$ cat config.mk
export PLATFORM = sky130hd
export DESIGN_NAME = sound_voice_allocator
export DESIGN_NICKNAME = d
export VERILOG_FILES = /design/src/rtl/svl_pkg.sv /design/src/rtl/sound_voice_allocator.sv /design/src/rtl/svl_voice_ram.sv /design/src/rtl/svl_seq.sv
export SDC_FILE = /design/constraint.sdc
export NUM_CORES = 1
export LEC_CHECK = 0
export BUFFER_PORTS_ARGS = -buffer_cell sky130_fd_sc_hd__clkbuf_2
export CAP_MARGIN = 40
export CELL_PAD_IN_SITES_DETAIL_PLACEMENT = 1
export CELL_PAD_IN_SITES_GLOBAL_PLACEMENT = 1
export CORE_MARGIN = 1.5
export CORE_UTILIZATION = 50
export DETAILED_ROUTE_END_ITERATION = 12
export PLACE_DENSITY_LB_ADDON = 0.08
export SYNTH_ARGS = -nofsm -noshare
export SYNTH_HDL_FRONTEND = slang
export SYNTH_SLANG_ARGS = --single-unit
$ cat constraint.sdc
create_clock -name clk -period 12 [get_ports clk]
set_input_delay 1.2 -clock clk [delete_from_list [all_inputs] [get_ports clk]]
set_output_delay 1.2 -clock clk [all_outputs]
set_load 0.005 [all_outputs]
$ cat src/rtl/svl_pkg.sv
package svl_pkg;

    // Defaults for the top-level parameters
    localparam int DEF_CHANNELS    = 8;
    localparam int DEF_LENGTH_BITS = 20;

    // Reset value of the chunk size register
    localparam logic [15:0] CHUNK_RESET = 16'd2048;

    // Item kinds on the input side and result kinds on the output side
    localparam logic KIND_START = 1'b0;
    localparam logic KIND_TICK  = 1'b1;

    // One accepted input beat
    typedef struct packed {
        logic        kind;
        logic [7:0]  sound_id;
        logic [19:0] sound_length;
        logic [31:0] start_time;
    } svl_item_t;

    // One result beat, without the frame marker
    typedef struct packed {
        logic        kind;
        logic [2:0]  channel;
        logic [7:0]  sound;
        logic [19:0] offset;
        logic [15:0] length;
        logic        done;
    } svl_result_t;

endpackage

$ cat src/rtl/sound_voice_allocator.sv
// Voice allocator for sample playback. A start beat (tuser 0) frees a channel
// already playing the same sound, takes the lowest free channel or else steals
// the one with the oldest start time, and answers with one beat naming that
// channel. A tick beat (tuser 1) answers with one read chunk per active channel
// in index order, tlast on the final one, and nothing if no channel plays.
// Channel records live in a single-port-read memory, so a start scans them
// (one entry read per cycle to find a duplicate and the oldest channel, then
// the commit), and a tick reads and writes back each active channel in turn;
// back-pressure on the output holds a tick chunk or the commit of a start.
// The next beat is taken once the last result of the current one is in the
// output register. chunk_size is to be written through the cfg channel by
// the user only while the block is idle (left unchecked); it resets to 2048.
module sound_voice_allocator
    import svl_pkg::*;
#(
    parameter int CHANNELS    = DEF_CHANNELS,
    parameter int LENGTH_BITS = DEF_LENGTH_BITS
)
(
    input  logic        clk,
    input  logic        rst_n,
    // configuration: chunk_size
    input  logic        cfg_valid,
    output logic        cfg_ready,
    input  logic [15:0] cfg_data,
    // input beats
    input  logic        s_axis_tvalid,
    output logic        s_axis_tready,
    input  logic [63:0] s_axis_tdata,  // sound_id, sound_length, start_time
    input  logic        s_axis_tuser,  // kind
    // result beats
    output logic        m_axis_tvalid,
    input  logic        m_axis_tready,
    output logic [47:0] m_axis_tdata,  // channel_index, chunk_sound, chunk_offset,
                                       // chunk_length, channel_done
    output logic        m_axis_tuser,  // result_kind
    output logic        m_axis_tlast   // last
);

    localparam int IDX_W = (CHANNELS > 1) ? $clog2(CHANNELS) : 1;
    localparam int REC_W = 8 + 2 * LENGTH_BITS + 32;

    logic [15:0]      chunk_size_reg;
    svl_item_t        in_item;
    svl_result_t      out_result;
    logic             out_last;
    logic [IDX_W-1:0] rd_addr;
    logic [REC_W-1:0] rd_data;
    logic             wr_en;
    logic [IDX_W-1:0] wr_addr;
    logic [REC_W-1:0] wr_data;

    // Chunk size register
    assign cfg_ready = 1'b1;

    always_ff @(posedge clk or negedge rst_n)
    begin
        if (!rst_n)
        begin
            chunk_size_reg <= CHUNK_RESET;
        end
        else if (cfg_valid && cfg_ready)
        begin
            chunk_size_reg <= cfg_data;
        end
    end

    // Unpack the input beat
    assign in_item.kind         = s_axis_tuser;
    assign in_item.sound_id     = s_axis_tdata[7:0];
    assign in_item.sound_length = s_axis_tdata[27:8];
    assign in_item.start_time   = s_axis_tdata[59:28];

    svl_seq #(
        .CHANNELS    (CHANNELS),
        .LENGTH_BITS (LENGTH_BITS),
        .IDX_W       (IDX_W),
        .REC_W       (REC_W)
    ) u_seq (
        .clk        (clk),
        .rst_n      (rst_n),
        .in_valid   (s_axis_tvalid),
        .in_ready   (s_axis_tready),
        .in_item    (in_item),
        .chunk_size (chunk_size_reg),
        .rd_addr    (rd_addr),
        .rd_data    (rd_data),
        .wr_en      (wr_en),
        .wr_addr    (wr_addr),
        .wr_data    (wr_data),
        .out_valid  (m_axis_tvalid),
        .out_ready  (m_axis_tready),
        .out_result (out_result),
        .out_last   (out_last)
    );

    svl_voice_ram #(
        .DEPTH  (CHANNELS),
        .WIDTH  (REC_W),
        .ADDR_W (IDX_W)
    ) u_ram (
        .clk     (clk),
        .rd_addr (rd_addr),
        .rd_data (rd_data),
        .wr_en   (wr_en),
        .wr_addr (wr_addr),
        .wr_data (wr_data)
    );

    // Pack the result beat
    assign m_axis_tdata = {out_result.done, out_result.length, out_result.offset,
                           out_result.sound, out_result.channel};
    assign m_axis_tuser = out_result.kind;
    assign m_axis_tlast = out_last;

endmodule

$ cat src/rtl/svl_voice_ram.sv
module svl_voice_ram
    import svl_pkg::*;
#(
    parameter int DEPTH  = DEF_CHANNELS,
    parameter int WIDTH  = 8 + 2 * DEF_LENGTH_BITS + 32,
    parameter int ADDR_W = (DEPTH > 1) ? $clog2(DEPTH) : 1
)
(
    input  logic              clk,
    input  logic [ADDR_W-1:0] rd_addr,
    output logic [WIDTH-1:0]  rd_data,
    input  logic              wr_en,
    input  logic [ADDR_W-1:0] wr_addr,
    input  logic [WIDTH-1:0]  wr_data
);

    logic [WIDTH-1:0] mem [DEPTH];

    // Write port
    always_ff @(posedge clk)
    begin
        if (wr_en)
        begin
            mem[wr_addr] <= wr_data;
        end
    end

    // Registered read port
    always_ff @(posedge clk)
    begin
        rd_data <= mem[rd_addr];
    end

endmodule

$ cat src/rtl/svl_seq.sv
module svl_seq
    import svl_pkg::*;
#(
    parameter int CHANNELS    = DEF_CHANNELS,
    parameter int LENGTH_BITS = DEF_LENGTH_BITS,
    parameter int IDX_W       = (CHANNELS > 1) ? $clog2(CHANNELS) : 1,
    parameter int REC_W       = 8 + 2 * LENGTH_BITS + 32
)
(
    input  logic              clk,
    input  logic              rst_n,
    // input beats
    input  logic              in_valid,
    output logic              in_ready,
    input  svl_item_t         in_item,
    // configuration
    input  logic [15:0]       chunk_size,
    // voice record memory
    output logic [IDX_W-1:0]  rd_addr,
    input  logic [REC_W-1:0]  rd_data,
    output logic              wr_en,
    output logic [IDX_W-1:0]  wr_addr,
    output logic [REC_W-1:0]  wr_data,
    // result beats
    output logic              out_valid,
    input  logic              out_ready,
    output svl_result_t       out_result,
    output logic              out_last
);

    localparam int LB   = LENGTH_BITS;
    localparam int CW   = (LB > 16) ? LB : 16;
    localparam int XW   = (LB > 20) ? LB : 20;
    localparam int ST_W = 2;

    localparam logic [ST_W-1:0] ST_IDLE  = 2'd0;
    localparam logic [ST_W-1:0] ST_TRUN  = 2'd1;
    localparam logic [ST_W-1:0] ST_SSCAN = 2'd2;
    localparam logic [ST_W-1:0] ST_SDONE = 2'd3;

    localparam logic [IDX_W-1:0] IDX_LAST = IDX_W'(CHANNELS - 1);

    // Record layout, from the top: sound, length, position, age
    localparam int AGE_LO = 0;
    localparam int POS_LO = 32;
    localparam int LEN_LO = 32 + LB;
    localparam int SND_LO = 32 + 2 * LB;

    logic [ST_W-1:0]     state_reg, state_next;
    logic [IDX_W-1:0]    idx_reg, idx_next;
    logic [CHANNELS-1:0] active_reg, active_next;
    logic [7:0]          snd_reg, snd_next;
    logic [LB-1:0]       len_reg, len_next;
    logic [31:0]         time_reg, time_next;
    logic                dup_found_reg, dup_found_next;
    logic [IDX_W-1:0]    dup_idx_reg, dup_idx_next;
    logic [31:0]         min_age_reg, min_age_next;
    logic [IDX_W-1:0]    min_idx_reg, min_idx_next;
    logic                out_valid_reg, out_valid_next;
    svl_result_t         out_res_reg, out_res_next;
    logic                out_last_reg, out_last_next;

    logic [7:0]          rec_sound;
    logic [LB-1:0]       rec_len;
    logic [LB-1:0]       rec_pos;
    logic [31:0]         rec_age;
    logic [LB-1:0]       left;
    logic [CW-1:0]       take;
    logic [LB-1:0]       new_pos;
    logic                done;
    logic                slot_free;
    logic                first_found;
    logic [IDX_W-1:0]    first_idx;
    logic                nxt_found;
    logic [IDX_W-1:0]    nxt_idx;
    logic [CHANNELS-1:0] act_after;
    logic                free_found;
    logic [IDX_W-1:0]    free_idx;
    logic [IDX_W-1:0]    pick;
    logic                load;

    // Split the record read back from memory
    assign rec_sound = rd_data[SND_LO +: 8];
    assign rec_len   = rd_data[LEN_LO +: LB];
    assign rec_pos   = rd_data[POS_LO +: LB];
    assign rec_age   = rd_data[AGE_LO +: 32];

    // Chunk arithmetic for the channel being read
    always_comb
    begin
        left = (rec_len >= rec_pos) ? rec_len - rec_pos : '0;
        if (CW'(left) < CW'(chunk_size))
        begin
            take = CW'(left);
        end
        else
        begin
            take = CW'(chunk_size);
        end
        new_pos = rec_pos + take[LB-1:0];
        done    = (new_pos >= rec_len);
    end

    // Find the first active channel, and the next one above the current index
    always_comb
    begin
        first_found = 1'b0;
        first_idx   = '0;
        nxt_found   = 1'b0;
        nxt_idx     = '0;
        for (int i = CHANNELS - 1; i >= 0; i--)
        begin
            if (active_reg[i])
            begin
                first_found = 1'b1;
                first_idx   = IDX_W'(i);
                if (i > int'(idx_reg))
                begin
                    nxt_found = 1'b1;
                    nxt_idx   = IDX_W'(i);
                end
            end
        end
    end

    // Lowest free channel once a duplicate has been released
    always_comb
    begin
        act_after = active_reg;
        if (dup_found_reg)
        begin
            act_after[dup_idx_reg] = 1'b0;
        end
        free_found = 1'b0;
        free_idx   = '0;
        for (int i = CHANNELS - 1; i >= 0; i--)
        begin
            if (!act_after[i])
            begin
                free_found = 1'b1;
                free_idx   = IDX_W'(i);
            end
        end
        pick = free_found ? free_idx : min_idx_reg;
    end

    assign slot_free = !out_valid_reg || out_ready;
    assign in_ready  = (state_reg == ST_IDLE);

    // Sequencer
    always_comb
    begin
        state_next     = state_reg;
        idx_next       = idx_reg;
        active_next    = active_reg;
        snd_next       = snd_reg;
        len_next       = len_reg;
        time_next      = time_reg;
        dup_found_next = dup_found_reg;
        dup_idx_next   = dup_idx_reg;
        min_age_next   = min_age_reg;
        min_idx_next   = min_idx_reg;
        out_res_next   = out_res_reg;
        out_last_next  = out_last_reg;
        rd_addr        = idx_reg;
        wr_en          = 1'b0;
        wr_addr        = idx_reg;
        wr_data        = rd_data;
        load           = 1'b0;

        case (state_reg)
            ST_IDLE:
            begin
                if (in_valid)
                begin
                    snd_next  = in_item.sound_id;
                    len_next  = LB'(in_item.sound_length);
                    time_next = in_item.start_time;
                    if (in_item.kind == KIND_TICK)
                    begin
                        // a tick with nothing playing gives no result
                        if (first_found)
                        begin
                            idx_next   = first_idx;
                            rd_addr    = first_idx;
                            state_next = ST_TRUN;
                        end
                    end
                    else
                    begin
                        idx_next       = '0;
                        rd_addr        = '0;
                        dup_found_next = 1'b0;
                        state_next     = ST_SSCAN;
                    end
                end
            end

            ST_TRUN:
            begin
                if (slot_free)
                begin
                    // write back the advanced position and emit the chunk
                    wr_en                      = 1'b1;
                    wr_data[POS_LO +: LB]      = new_pos;
                    if (done)
                    begin
                        active_next[idx_reg] = 1'b0;
                    end
                    load                 = 1'b1;
                    out_res_next.kind    = KIND_TICK;
                    out_res_next.channel = 3'(idx_reg);
                    out_res_next.sound   = rec_sound;
                    out_res_next.offset  = 20'(XW'(rec_pos));
                    out_res_next.length  = take[15:0];
                    out_res_next.done    = done;
                    out_last_next        = !nxt_found;
                    if (nxt_found)
                    begin
                        idx_next = nxt_idx;
                        rd_addr  = nxt_idx;
                    end
                    else
                    begin
                        state_next = ST_IDLE;
                    end
                end
            end

            ST_SSCAN:
            begin
                // first active channel with the same sound
                if (active_reg[idx_reg] && rec_sound == snd_reg && !dup_found_reg)
                begin
                    dup_found_next = 1'b1;
                    dup_idx_next   = idx_reg;
                end
                // oldest start time, lowest index on ties
                if (idx_reg == '0 || rec_age < min_age_reg)
                begin
                    min_age_next = rec_age;
                    min_idx_next = idx_reg;
                end
                if (idx_reg == IDX_LAST)
                begin
                    state_next = ST_SDONE;
                end
                else
                begin
                    idx_next = idx_reg + 1'b1;
                    rd_addr  = idx_reg + 1'b1;
                end
            end

            ST_SDONE:
            begin
                if (slot_free)
                begin
                    wr_en                 = 1'b1;
                    wr_addr               = pick;
                    wr_data               = '0;
                    wr_data[SND_LO +: 8]  = snd_reg;
                    wr_data[LEN_LO +: LB] = len_reg;
                    wr_data[AGE_LO +: 32] = time_reg;
                    active_next           = act_after;
                    active_next[pick]     = 1'b1;
                    load                  = 1'b1;
                    out_res_next.kind     = KIND_START;
                    out_res_next.channel  = 3'(pick);
                    out_res_next.sound    = snd_reg;
                    out_res_next.offset   = '0;
                    out_res_next.length   = '0;
                    out_res_next.done     = 1'b0;
                    out_last_next         = 1'b1;
                    state_next            = ST_IDLE;
                end
            end

            default:
            begin
                state_next = ST_IDLE;
            end
        endcase

        out_valid_next = load ? 1'b1 : (out_valid_reg && !out_ready);
    end

    // Control registers
    always_ff @(posedge clk or negedge rst_n)
    begin
        if (!rst_n)
        begin
            state_reg     <= ST_IDLE;
            idx_reg       <= '0;
            active_reg    <= '0;
            out_valid_reg <= 1'b0;
        end
        else
        begin
            state_reg     <= state_next;
            idx_reg       <= idx_next;
            active_reg    <= active_next;
            out_valid_reg <= out_valid_next;
        end
    end

    // Payload registers
    always_ff @(posedge clk)
    begin
        snd_reg       <= snd_next;
        len_reg       <= len_next;
        time_reg      <= time_next;
        dup_found_reg <= dup_found_next;
        dup_idx_reg   <= dup_idx_next;
        min_age_reg   <= min_age_next;
        min_idx_reg   <= min_idx_next;
        out_res_reg   <= out_res_next;
        out_last_reg  <= out_last_next;
    end

    assign out_valid  = out_valid_reg;
    assign out_result = out_res_reg;
    assign out_last   = out_last_reg;

`ifndef SYNTH
    // A new result never lands on one that is still waiting
    a_load_free: assert property (@(posedge clk) disable iff (!rst_n)
        load |-> (!out_valid_reg || out_ready))
        else $error("result register overwritten");

    // Channels only become active when a start commits
    a_rise_on_start: assert property (@(posedge clk) disable iff (!rst_n)
        (state_reg != ST_SDONE) |=> ((active_reg & ~$past(active_reg)) == '0))
        else $error("channel activated outside a start");

    // A start never lowers the number of playing channels
    a_start_count: assert property (@(posedge clk) disable iff (!rst_n)
        (state_reg == ST_SDONE && slot_free)
        |=> ($countones(active_reg) >= $countones($past(active_reg))))
        else $error("start lost a channel");

    // The final beat of an item returns the sequencer to idle
    a_last_idle: assert property (@(posedge clk) disable iff (!rst_n)
        (load && out_last_next) |=> (state_reg == ST_IDLE))
        else $error("sequencer busy after final beat");

    // Read and write never meet on one entry while the read data is used
    a_no_overlap: assert property (@(posedge clk) disable iff (!rst_n)
        (wr_en && state_next != ST_IDLE) |-> (wr_addr != rd_addr))
        else $error("read-write collision");
`endif

endmodule

Yosys cells after proc, flatten, opt, wreduce, memory -nomap -nowiden
Memories as Yosys holds them, arrays and structs flattened. A register that Yosys moved wholly into a read port is not among the register bits. Index checks and enable logic that the tools add are counted.

Reductions and logical operators: 24. Add/subtract/negate cells: 3. Equal/unequal tests: 14. $lt $le $gt $ge: 17. Multiplexer cells: 113. Bitwise gates (word level): 5.

Operator list (number): 3-bit 2-to-1 mux (39); 49-bit 2-to-1 mux (2); 49-bit one-hot mux with 2 select lines (1); 80-bit 2-to-1 mux (1); 20-bit 2-to-1 mux (3); 1-bit 2-to-1 mux (44); 20-bit >= comparator (2); 20-bit one-hot mux with 2 select lines (1); 32-bit < comparator (1); 32-bit 2-to-1 mux (1); 8-bit 2-to-1 mux (4); 28-bit 2-to-1 mux (1); 20-bit adder (1); 20-bit by 16-bit < comparator with 1-bit output (1); 20-bit subtractor (1); 8-bit bitwise AND (2); 8-bit inverter (2); 8-bit one-hot mux with 2 select lines (1); 2-bit 2-to-1 mux (7); 3-bit greater-than comparator (first input constant) (4); 3-bit by 4-bit < comparator with 1-bit output (second input constant) (3); 2-bit by 1-bit != test with 1-bit output (second input constant) (5); 1-bit demux with 3-bit select (3); 3-bit by 1-bit >= comparator with 1-bit output (second input constant) (3); 25 further kinds (43).

Logic and storage cells: 196. Memories kept: 1. Bits in writable memories: 640. Bits in registers: 179.

Memory list: u_ram.mem (depth 8, width 80, read ports 1, clocked after Yosys merged registers in 1, write ports 1, line svl_voice_ram.sv:17) `logic [WIDTH-1:0] mem [DEPTH];`.

Depth between registers and ports, before layout
Depth in word-level cells: 23. Depth in mapped cells: 40.

Hierarchy
A second synthesis with hierarchy kept.

Cells, all modules: 2186. Area total of the unflattened synthesis: 37606.1 um^2.

By module, submodules not included: svl_voice_ram (area each 25654.6 um^2, instances 1, cells an instance 1018, seq. area each 20820.0 um^2); svl_seq (area each 11289.6 um^2, instances 1, cells an instance 1132, seq. area each 4824.6 um^2); sound_voice_allocator (area each 661.9 um^2, instances 1, cells an instance 36, seq. area each 401.6 um^2).

Worst setup path after synthesis
OpenSTA, ideal clock, no wires.

Path type: flip-flop to flip-flop. Start: register u_ram.rd_data[32] (read register of u_ram.mem). End: register u_seq.active_reg[7]. Arrival time: 7.647 ns. Buffers on the path: 3. Cell stages (with the launch flop): 38. Path slack: 4.269 ns. Setup time: 0.084 ns. Data required time: 11.916 ns. Clock period less this slack: 7.731 ns. Cells stage by stage: dfxtp_1 -> ha_1 -> inv_1 -> fa_1 -> a211oi_2 -> o211ai_2 -> a41oi_2 -> a211oi_1 -> or2_1 -> clkbuf_1 -> clkbuf_1 -> and2_1 -> ha_1 -> a2111oi_0 -> o21ai_0 -> a31o_2 -> a21oi_1 -> o211ai_1 -> [... 2 more ...] -> buf_4 -> a32o_1 -> ha_1 -> and3_1 -> a221oi_1 -> o21ai_0 -> o221ai_1 -> a21oi_1 -> o21ai_0 -> nand2b_1 -> xnor2_1 -> ha_1 -> a21oi_1 -> o211ai_1 -> a221oi_1 -> a22oi_1 -> o221a_1 -> o22ai_1.

Cells in the longest elaborated chain, start to end: 8.

Ends and longest elaborated chain: start: declaration (line svl_voice_ram.sv:11) `output logic [WIDTH-1:0] rd_data,`; 20-bit subtractor or 20-bit >= comparator (tied branches) (line svl_seq.sv:91) `left = (rec_len >= rec_pos) ? rec_len - rec_pos : '0;`; 20-bit 2-to-1 mux (*) (line svl_seq.sv:91); 20-bit by 16-bit < comparator with 1-bit output (line svl_seq.sv:92) `if (CW'(left) < CW'(chunk_size))`; 20-bit 2-to-1 mux (*) (line svl_seq.sv:92); net u_seq.take[8] (line svl_seq.sv:68) `logic [CW-1:0] take;`; 20-bit adder (*) (line svl_seq.sv:100) `new_pos = rec_pos + take[LB-1:0];`; 20-bit >= comparator (*) (line svl_seq.sv:101) `done = (new_pos >= rec_len);`; 2-bit by 1-bit != test with 1-bit output (no source line) (*); 4-bit AND reduction (no source line) (*); end signal: assignment (line svl_seq.sv:302) `active_reg <= active_next;`; end: declaration (line svl_seq.sv:51) `logic [CHANNELS-1:0] active_reg, active_next;`.

Mark *: on every way through the listed nets, which the timed path passes. The rest lies on a longest branch. A chain may end at the register's enable or synchronous reset.

Worst setup path in the final report
Start: register u_ram.rd_data[52] (read register of u_ram.mem). End: register u_seq.active_reg[7].

Same word-level chain as after synthesis.

==> out/metrics.csv <==
metric,value,unit
status,completed,
top-count cell post-synth,edfxtp_1,
Vias,22498,
Critical Path AT,10.43,ns
pin count of the biggest net entering global routing,136,
Die Y,284,um
vias in the first global route,24411,
clk_lat worst skew,0.65,ns
initial antenna violation count,1,
final hold viol count,0,
Layout Nets,3021,
top sig layer,met4,
Syn Std Cell Area,39400,um^2
post-route insts no fill,3947,
Max Root-Sink Buffers,3,
Peak Freq,101,MHz
R2R setup slack,2.14,ns
number of max-cap violations,0,
"Period Utilization, post-route",82.2,%
initial core utilization,50.7,%
"most used cell, CP",ha_1,
Mean Syn Cell Area,14.8,um^2
startpoint types,register,
final setup fails,0,
CTS buffer count,93,
"area leader, netlist",edfxtp_1,
Tmin final,9.86,ns
Post-synth EDFFs,789,
metal2 WL,50800,um
synthesis-stage register bit count,899,
Commonest cells post-synth,"edfxtp_1, mux2i_1, nand2_1",
routability cong.,0.874,
HP Class,in2async,
critical path's largest stage delay,0.53,ns
Core Box Area,77700,um^2
grt total ovfl,0,
Port Buffers,133,
drt first pass iters,5,
measured slew at the worst slew-check pin,1.14,ns
vias per cell,5.70,
Synth Instances,2657,
CTS Root Cell,clkbuf_16,
"CTS clk-pin slew, worst paths",0.06,ns
die width,284,um
Max Slew Vio Count,0,
Biggest register,u_ram.mem,
Rel. slew slack,24.0,%
area grow syn2layout,12.8,%
Yosys Warn Count,0,
post-DP HPWL,61400,um
CTS Hold Bufs,0,
# fillers,7367,
global-route usage over all layers,24.1,%
I/O pins,139,
Post CTS Setup Buffer Count,0,
reg2reg end,u_seq.active_reg[7]$_DFFE_PN0P_,
Routed WL per cell,24.7,um
wire length on met1,41000,um
library cells used by synthesis,87,
Placed Instances,3768,
top cell type's share of synthesized area,60.2,%
met3 routed WL,3130,um
unrepaired setup endpoints after global routing,false,
Crit Reg-Reg Startpoint,u_ram.rd_data[52]$_DFF_P_,
crit-path max FO,22,
number of cells on the worst reg-to-reg path,36,
antenna-violating nets left,0,
Setup TNS,0,ns
CTS tree,built,
H-tree Lvls,3,
crit path capture type,register,
Setup CP Type,reg2reg,
Clock Sink Count,899,
skew final,0.0280,ns
Iteration-0 DRC Markers,1466,
Area contributors post-synth,"edfxtp_1, mux2i_1, dfxtp_1, ha_1, nand2_1",
asr flop ratio synth,3.34,%
share of layout cells above drive strength 1,16.0,%
site row count,102,
routed wire length,97400,um
first-pass GRT wire length,148000,um
crit path max-delay cell type,or2_1,
max reg flops,640,
Crit path required time,12.57,ns
n_diodes,0,
Post-CTS Resized,0,
"Seq/Total Area, Yosys",66.1,%
Synth Flop Type,edfxtp_1,
DRC,0,
die area,80500,um^2
-- per-layer routing --
layer / track usage, % / up-vias
li1: - / 10384
met3: 3.05 / 146
met4: 6.99 / 0
met2: 43.7 / 429
met5: 0 / -
met1: 30.1 / 11539
-- final cells by class --
class / count / area [um^2] / share of cell area [%]
clock buffers: 131 / 2710 / 6.09
clock inverters: 45 / 470 / 1.06
inverters: 114 / 429 / 0.966
multi-input cells: 1524 / 12100 / 27.2
flip-flops and latches: 899 / 26000 / 58.6
well taps: 1040 / 1300 / 2.93
repair buffers: 194 / 1410 / 3.16
-- critical path: cells and delay by family (launching register included) --
kind	cells	cell delay (ns)
flops	1	0.31
compound gates	22	5.48
simple gates	5	1.69
buf+inv	3	0.58
xor+xnor	1	0.15
fa+ha+maj	5	1.56
-- per-stage QoR --
| stage | util (%) | hold slack (ns) | instance area (um^2) | setup WS [ns] |
|---|---|---|---|---|
| global placement | 52.5 | 0.450 | 40800 | 2.54 |
| finish | 57.2 | 0.425 | 44400 | 2.14 |
| detailed placement | 53.1 | 0.453 | 41200 | 2.33 |
| global route | 57.2 | 0.398 | 44400 | 1.74 |
| CTS | 57.1 | 0.386 | 44400 | 2.29 |
| floorplan | - | 0.421 | 39400 | 4.27 |
-- layout by cell type (no fill, tap or decap), types with 8 or more instances in the layout --
cell type / n
edfxtp_1: 789
mux2i_1: 483
nand2_1: 257
clkbuf_2: 133
inv_1: 108
ha_1: 107
clkbuf_16: 97
o21ai_0: 93
mux2_2: 81
dfxtp_1: 80
nor2_1: 72
a21oi_1: 54
buf_4: 39
a21o_1: 31
dfrtp_1: 29
a32o_1: 25
clkinv_2: 24
xnor2_1: 20
clkbuf_1: 19
nor3_1: 17
nand4_1: 16
nand3_1: 16
a22o_1: 16
clkbuf_8: 15
xor2_1: 14
and2_1: 14
o211ai_1: 13
nand2b_1: 13
buf_16: 12
a211oi_1: 11
o21a_1: 11
nor2_4: 10
o21ai_1: 9
nor2b_1: 8
a31oi_1: 8
o31ai_1: 8
-- kinds of logic after synthesis --
family	share of synthesized area, %
buffers and inverters	3.55
AOI/OAI and AO/OA	6.32
adders and majority gates	3.50
DFF	66.1
other	0.0191
and+or+nand+nor	5.10
muxes	14.6
xor gates and xnor gates	0.756
-- how the worst max path moves through the flow --
| stage | slack [ns] | end | depth (start not counted) | start |
|---|---|---|---|---|
| after global routing | 1.74 | u_seq.active_reg[7]$_DFFE_PN0P_ | 36 | u_ram.rd_data[52]$_DFF_P_ |
| final | 2.14 | u_seq.active_reg[7]$_DFFE_PN0P_ | 36 | u_ram.rd_data[52]$_DFF_P_ |
| after CTS | 2.29 | u_seq.active_reg[7]$_DFFE_PN0P_ | 36 | u_ram.rd_data[52]$_DFF_P_ |
| after detailed placement | 2.33 | u_seq.active_reg[7]$_DFFE_PN0P_ | 36 | u_ram.rd_data[52]$_DFF_P_ |
| after global placement | 2.54 | u_seq.active_reg[2]$_DFFE_PN0P_ | 36 | u_ram.rd_data[52]$_DFF_P_ |
| after floorplan | 4.27 | u_seq.active_reg[7]$_DFFE_PN0P_ | 37 | u_ram.rd_data[32]$_DFF_P_ |
Power is not shown: default switching activity piles up to over one toggle a cycle in this logic, so the estimate is an artifact.
